File: config.mk
export PLATFORM = sky130hd
export DESIGN_NAME = pgt_norm
export DESIGN_NICKNAME = d
export VERILOG_FILES = /design/src/sv/polar_gaussian_transform_unit_defines.svh /design/src/sv/pgt_pkg.sv /design/src/sv/pgt_norm.sv
export SDC_FILE = /design/constraint.sdc
export NUM_CORES = 1
export LEC_CHECK = 0
export ABC_AREA = 1
export BUFFER_PORTS_ARGS = -buffer_cell sky130_fd_sc_hd__buf_2
export CAP_MARGIN = 0
export CORE_MARGIN = 5
export CORE_UTILIZATION = 60
export CTS_BUF_LIST = sky130_fd_sc_hd__clkbuf_4
export DETAILED_ROUTE_END_ITERATION = 16
export GPL_ROUTABILITY_DRIVEN = 0
export PLACE_DENSITY = 0.78
export SLEW_MARGIN = 10
export SYNTH_ARGS = -nofsm -noshare
export SYNTH_HDL_FRONTEND = slang
export SYNTH_SLANG_ARGS = --single-unit
File: constraint.sdc
create_clock -name i_clk -period 2.3 [get_ports i_clk]
set_input_delay 0.345 -clock i_clk [delete_from_list [all_inputs] [get_ports i_clk]]
set_output_delay 0.345 -clock i_clk [all_outputs]
set_load 0.01 [all_outputs]
File: src/sv/polar_gaussian_transform_unit_defines.svh
// assertion macros for the polar gaussian transform unit
`ifndef POLAR_GAUSSIAN_TRANSFORM_UNIT_DEFINES_SVH
`define POLAR_GAUSSIAN_TRANSFORM_UNIT_DEFINES_SVH

`ifndef NO_ASSERTIONS
`define PGT_ASSERT_SAME(lbl, clk, rst_n, ante, cons) \
    lbl: assert property (@(posedge clk) disable iff (!rst_n) (ante) |-> (cons)) \
        else $error("pgt assertion failed");
`define PGT_ASSERT_NEXT(lbl, clk, rst_n, ante, cons) \
    lbl: assert property (@(posedge clk) disable iff (!rst_n) (ante) |=> (cons)) \
        else $error("pgt assertion failed");
`else
`define PGT_ASSERT_SAME(lbl, clk, rst_n, ante, cons)
`define PGT_ASSERT_NEXT(lbl, clk, rst_n, ante, cons)
`endif

`endif

File: src/sv/pgt_pkg.sv
// shared constants, types and functions of the polar gaussian transform unit
package pgt_pkg;

    localparam int UNIFORM_BITS  = 32;
    localparam int OUT_FRAC_BITS = 27;

    localparam int U_SHR = (UNIFORM_BITS >= 31) ? UNIFORM_BITS - 31 : 0;
    localparam int U_SHL = (UNIFORM_BITS < 31) ? 31 - UNIFORM_BITS : 0;
    localparam int O_SHL = (OUT_FRAC_BITS >= 28) ? OUT_FRAC_BITS - 28 : 0;
    localparam int O_SHR = (OUT_FRAC_BITS < 28) ? 28 - OUT_FRAC_BITS : 1;

    localparam int T_W        = 61;
    localparam int E_W        = 6;
    localparam int D_W        = 33;
    localparam int Q_W        = 32;
    localparam int NORM_STEPS = 6;
    localparam int LOG_ITERS  = 30;
    localparam int SQRT_BITS  = 32;

    localparam logic [27:0] LN2_Q28 = 28'd186065279;

    typedef struct packed {
        logic [T_W-1:0] t;
        logic [T_W-1:0] pa;
        logic [T_W-1:0] pb;
        logic [E_W-1:0] e;
        logic           na;
        logic           nb;
    } t_norm_data;

    function automatic logic [30:0] to_q31(input logic [31:0] raw);
        logic [63:0] u;
        u = {32'b0, raw} & ((64'd1 << UNIFORM_BITS) - 64'd1);
        u = (u >> U_SHR) << U_SHL;
        return u[30:0];
    endfunction

endpackage

File: src/sv/pgt_norm.sv
// normalizing shifter: scales s and both squares until s reaches one
module pgt_norm import pgt_pkg::*; (
    input  logic       i_clk,
    input  logic       i_rst_n,
    input  logic       i_en,
    input  logic       i_valid,
    input  t_norm_data i_data,
    output logic       o_valid,
    output t_norm_data o_data
);

    t_norm_data r_data  [1:NORM_STEPS];
    logic       r_valid [1:NORM_STEPS];

    for (genvar i = 0; i < NORM_STEPS; i++) begin : g_stage
        localparam int K = 1 << (NORM_STEPS - 1 - i);
        t_norm_data w_cur;
        t_norm_data n_data;
        logic       w_v;

        if (i == 0) begin : g_first
            assign w_cur = i_data;
            assign w_v   = i_valid;
        end else begin : g_next
            assign w_cur = r_data[i];
            assign w_v   = r_valid[i];
        end

        always_comb begin
            n_data = w_cur;
            if (w_cur.t[T_W-1 -: K] == '0) begin
                n_data.t  = w_cur.t << K;
                n_data.pa = w_cur.pa << K;
                n_data.pb = w_cur.pb << K;
                n_data.e  = w_cur.e + E_W'(K);
            end
        end

        always_ff @(posedge i_clk) begin
            if (i_en) begin
                r_data[i+1] <= n_data;
            end
        end

        always_ff @(posedge i_clk) begin
            if (!i_rst_n) begin
                r_valid[i+1] <= 1'b0;
            end else if (i_en) begin
                r_valid[i+1] <= w_v;
            end
        end
    end

    assign o_valid = r_valid[NORM_STEPS];
    assign o_data  = r_data[NORM_STEPS];

endmodule

==> summary.md <==
| Metric | Value |
|---|---|
| Total wire length | 116000 um |
| Final setup violating endpoints | 0 |
| Synth Area in Adders | 0.00105 |
| Min Clock Period, post-route | 2.22 ns |
| VDD IR max | 0.000395 V |
| Synthesized area | 47900 um2 |
| Yosys warns | 0 |
| Layout Utilization | 0.733 |
| CTS Buf Count | 300 |
| Synth Area in Compound Gates | 0.0291 |
| FILL cells | 5159 |
| Total GRT Usage | 0.270 |
| RSZ-0062 raised after global routing | false |
| Area share of and/or/nand/nor cells after synthesis | 0.195 |
| WHS | 0.107 ns |
| Main combinational cell family by area after synthesis | simple AND/OR/NAND/NOR gates |
| CP cell instances | dlygate4sd3_1, buf_2, nor2_1, nand2_1, nor2_2, nand2_2, nor2_4, buf_12, nand2_1, dlygate4sd3_1, nand2_1, dlygate4sd3_1 |
| Area used by multi-input combinational logic | 11000 um2 |
| Cell taking the most area after synthesis | edfxtp_1 |
| DRC viols | 0 |
| Post-synthesis sequential area ratio | 0.723 |
| Post-DP HPWL | 75100 um |
| FP Rows | 103 |
| Startpoint Class | primary input |
| Most frequent cells in the layout | nand2_1, edfxtp_1, clkbuf_4 |
| Initial antenna violation count | 8 |
| Critical path's slowest cell | dlygate4sd3_1 |
| Total grt overflow | 0 |
| Wire per inst | 17.6 um |
| Vias in the first global route | 33.6k |
| FMAX | 451 MHz |
| CTS Root Cell | clkbuf_4 |
| Clock sink total | 1152 |
| First-pass GRT wire length | 182000 um |
| Setup bufs post-CTS | 0 |
| Commonest non-fill, non-tap cell in the layout | nand2_1 |
| Post-Syn Nets | 4685 |
| Max cap viols | 0 |
| Final net count | 5541 |
| Die X-Extent | 292 um |
| Area Growth Syn to Fin | 21.0% |
| Hold Path Class | primary input to flip-flop |
| Max Slew Vio Count | 0 |
| Final hold vios | 0 |
| Iter 0 DRT Violations | 4483 |
| Synth Register Bits | 1152 |
| Post-Synth XOR/XNOR Area | 0.00274 |
| IO Count | 387 |
| Reg area | 34600 um2 |
| Port Buffer Count | 386 |
| Setup tns final | 0 ns |
| Netlist cell types | 20 |
| CP Capture Type | flip-flop |
| Status | finished, final reports clean |
| Mux cell area share after synthesis | 0 |
| Arr. time, crit path | 3.14 ns |
| Final Worst Setup Slack | 0.0841 ns |
| Core area | 79000 um2 |
| Max stage delay on crit path | 0.56 ns |
| CP Max Fanout | 11 |
| Largest net degree at the start of global routing | 122 |
| Drt pass-1 iters | 7 |
| Area post-placement | 51400 um2 |
| Initial Utilization | 0.606 |
| Longest Clk Path Bufs | 4 |
| Clk slew on worst S/H paths | 0.08 ns |
| Share of layout cells above drive strength 1 | 0.169 |
| Relative slew slack | 0.545 |
| Die height | 292 um |
| Synth Instances | 4486 |
| Max H-tree Level | 5 |
| P per Cell Area | 791 nW/um2 |
| DRT antenna net count | 0 |
| Die Area | 85500 um2 |
| Clk_lat worst skew | 1.12 ns |
| Ranking of synthesized cells by area | edfxtp_1, nand2_1, o21ai_0 |
| Area share of the largest cell type after synthesis | 0.723 |
| Via count | 34.6k |
| Critical path's top delay family | buffers and inverters |
| Worst Skew | 0.115 ns |
| CTS tree | done |
| Pre-CTS setup slack | 0.174 ns |
| Leakage Power | 25.7 nW |
| CP bufs+invs | 5 |
| Worst Tran Pin Value | 0.682 ns |
| Syn Area/Cell | 10.7 um2 |
| Post-route clock period utilization | 0.963 |
| Critical Path RT | 3.22 ns |
| Vias/cell | 5.25 |
| Final Cell Area | 57900 um2 |
| CP Class | primary input to flip-flop |
==> registers in the layout, summed over array words and instances (netlist names) <==
register and count:
r_valid 6, r_data 1146
==> cell usage after synthesis <==
cell type / count
nand2_1: 2092
edfxtp_1: 1152
inv_1: 360
o21ai_0: 277
nor2_1: 214
clkbuf_1: 152
nand3_1: 125
buf_2: 51
buf_1: 21
buf_4: 8
nand4_1: 8
xnor2_1: 8
xor2_1: 7
ha_1: 4
buf_6: 2
clkinv_1: 1
nand3b_1: 1
nor2_2: 1
nor2_4: 1
o21ai_1: 1
==> what timing repair did <==
item | CTS | global route
resized for setup | 0 | 2
setup endpoints to repair | 0 | 18
hold buffers | 301 | 0
endpoints found under the hold margin | 706 | 0
==> per-stage QoR <==
step / power (mW) / cells
2_1_floorplan: 27.5 / 4486
3_3_place_gp: 29.3 / 5789
3_5_place_dp: 29.4 / 5789
4_1_cts: 45.9 / 6576
5_1_grt: 48.0 / 6586
6_report: 45.8 / 6586
==> tightest hold or removal path: cells and delay by family <==
kind,cells,cell delay (ns)
buf+inv,3,0.69
simple gates,1,0.09
==> worst paths after layout <==
check	from	end	slack (ns)	depth (start not counted)
worst min-delay path	i_data[94]	r_data[0][285]$_SDFFCE_PN0P_	0.11	4
worst max register to register	r_data[0][367]$_DFFE_PP_	r_data[1][122]$_DFFE_PP_	0.27	7
worst max-delay path	i_data[163]	r_data[0][246]$_DFFE_PP_	0.08	12
worst min register to register	r_data[1][1]$_DFFE_PP_	r_data[1][192]$_DFFE_PP_	0.42	0
==> cell families (layout without fill, tap and decap cells) <==
logic type                 Yosys count  after routing
buffers and inverters              595           1635
AOI/OAI and AO/OA                  278            278
other                                0             10
and+or+nand+nor                   2442           2442
adders and majority gates            4              4
DFF                               1152           1152
xor gates and xnor gates            15             15
==> where the power goes <==
part	leakage [nW]	internal (mW)	switching, mW
Combinational	12.2	1.41	2.23
Sequential	11.3	25.0	0.840
Clock	2.09	8.52	7.79
==> layout make-up <==
type                       count  area share
sequential                  1152       0.597
multi-input combinational   2739       0.189
timing repair buffer         788       0.107
clock buffer                 409      0.0530
inverter                     361      0.0236
tap                         1050      0.0227
clock inverter                77     0.00661
antenna                       10    0.000432
==> metal layers <==
layer  wire length [um]  share of wire  track usage
met5                  0              0            0
met4               3970          0.034        0.103
met3              11900           0.10       0.0640
met2              50900           0.44        0.389
met1              49300           0.42        0.406
Note: power is estimated with default switching activity, not from simulation.
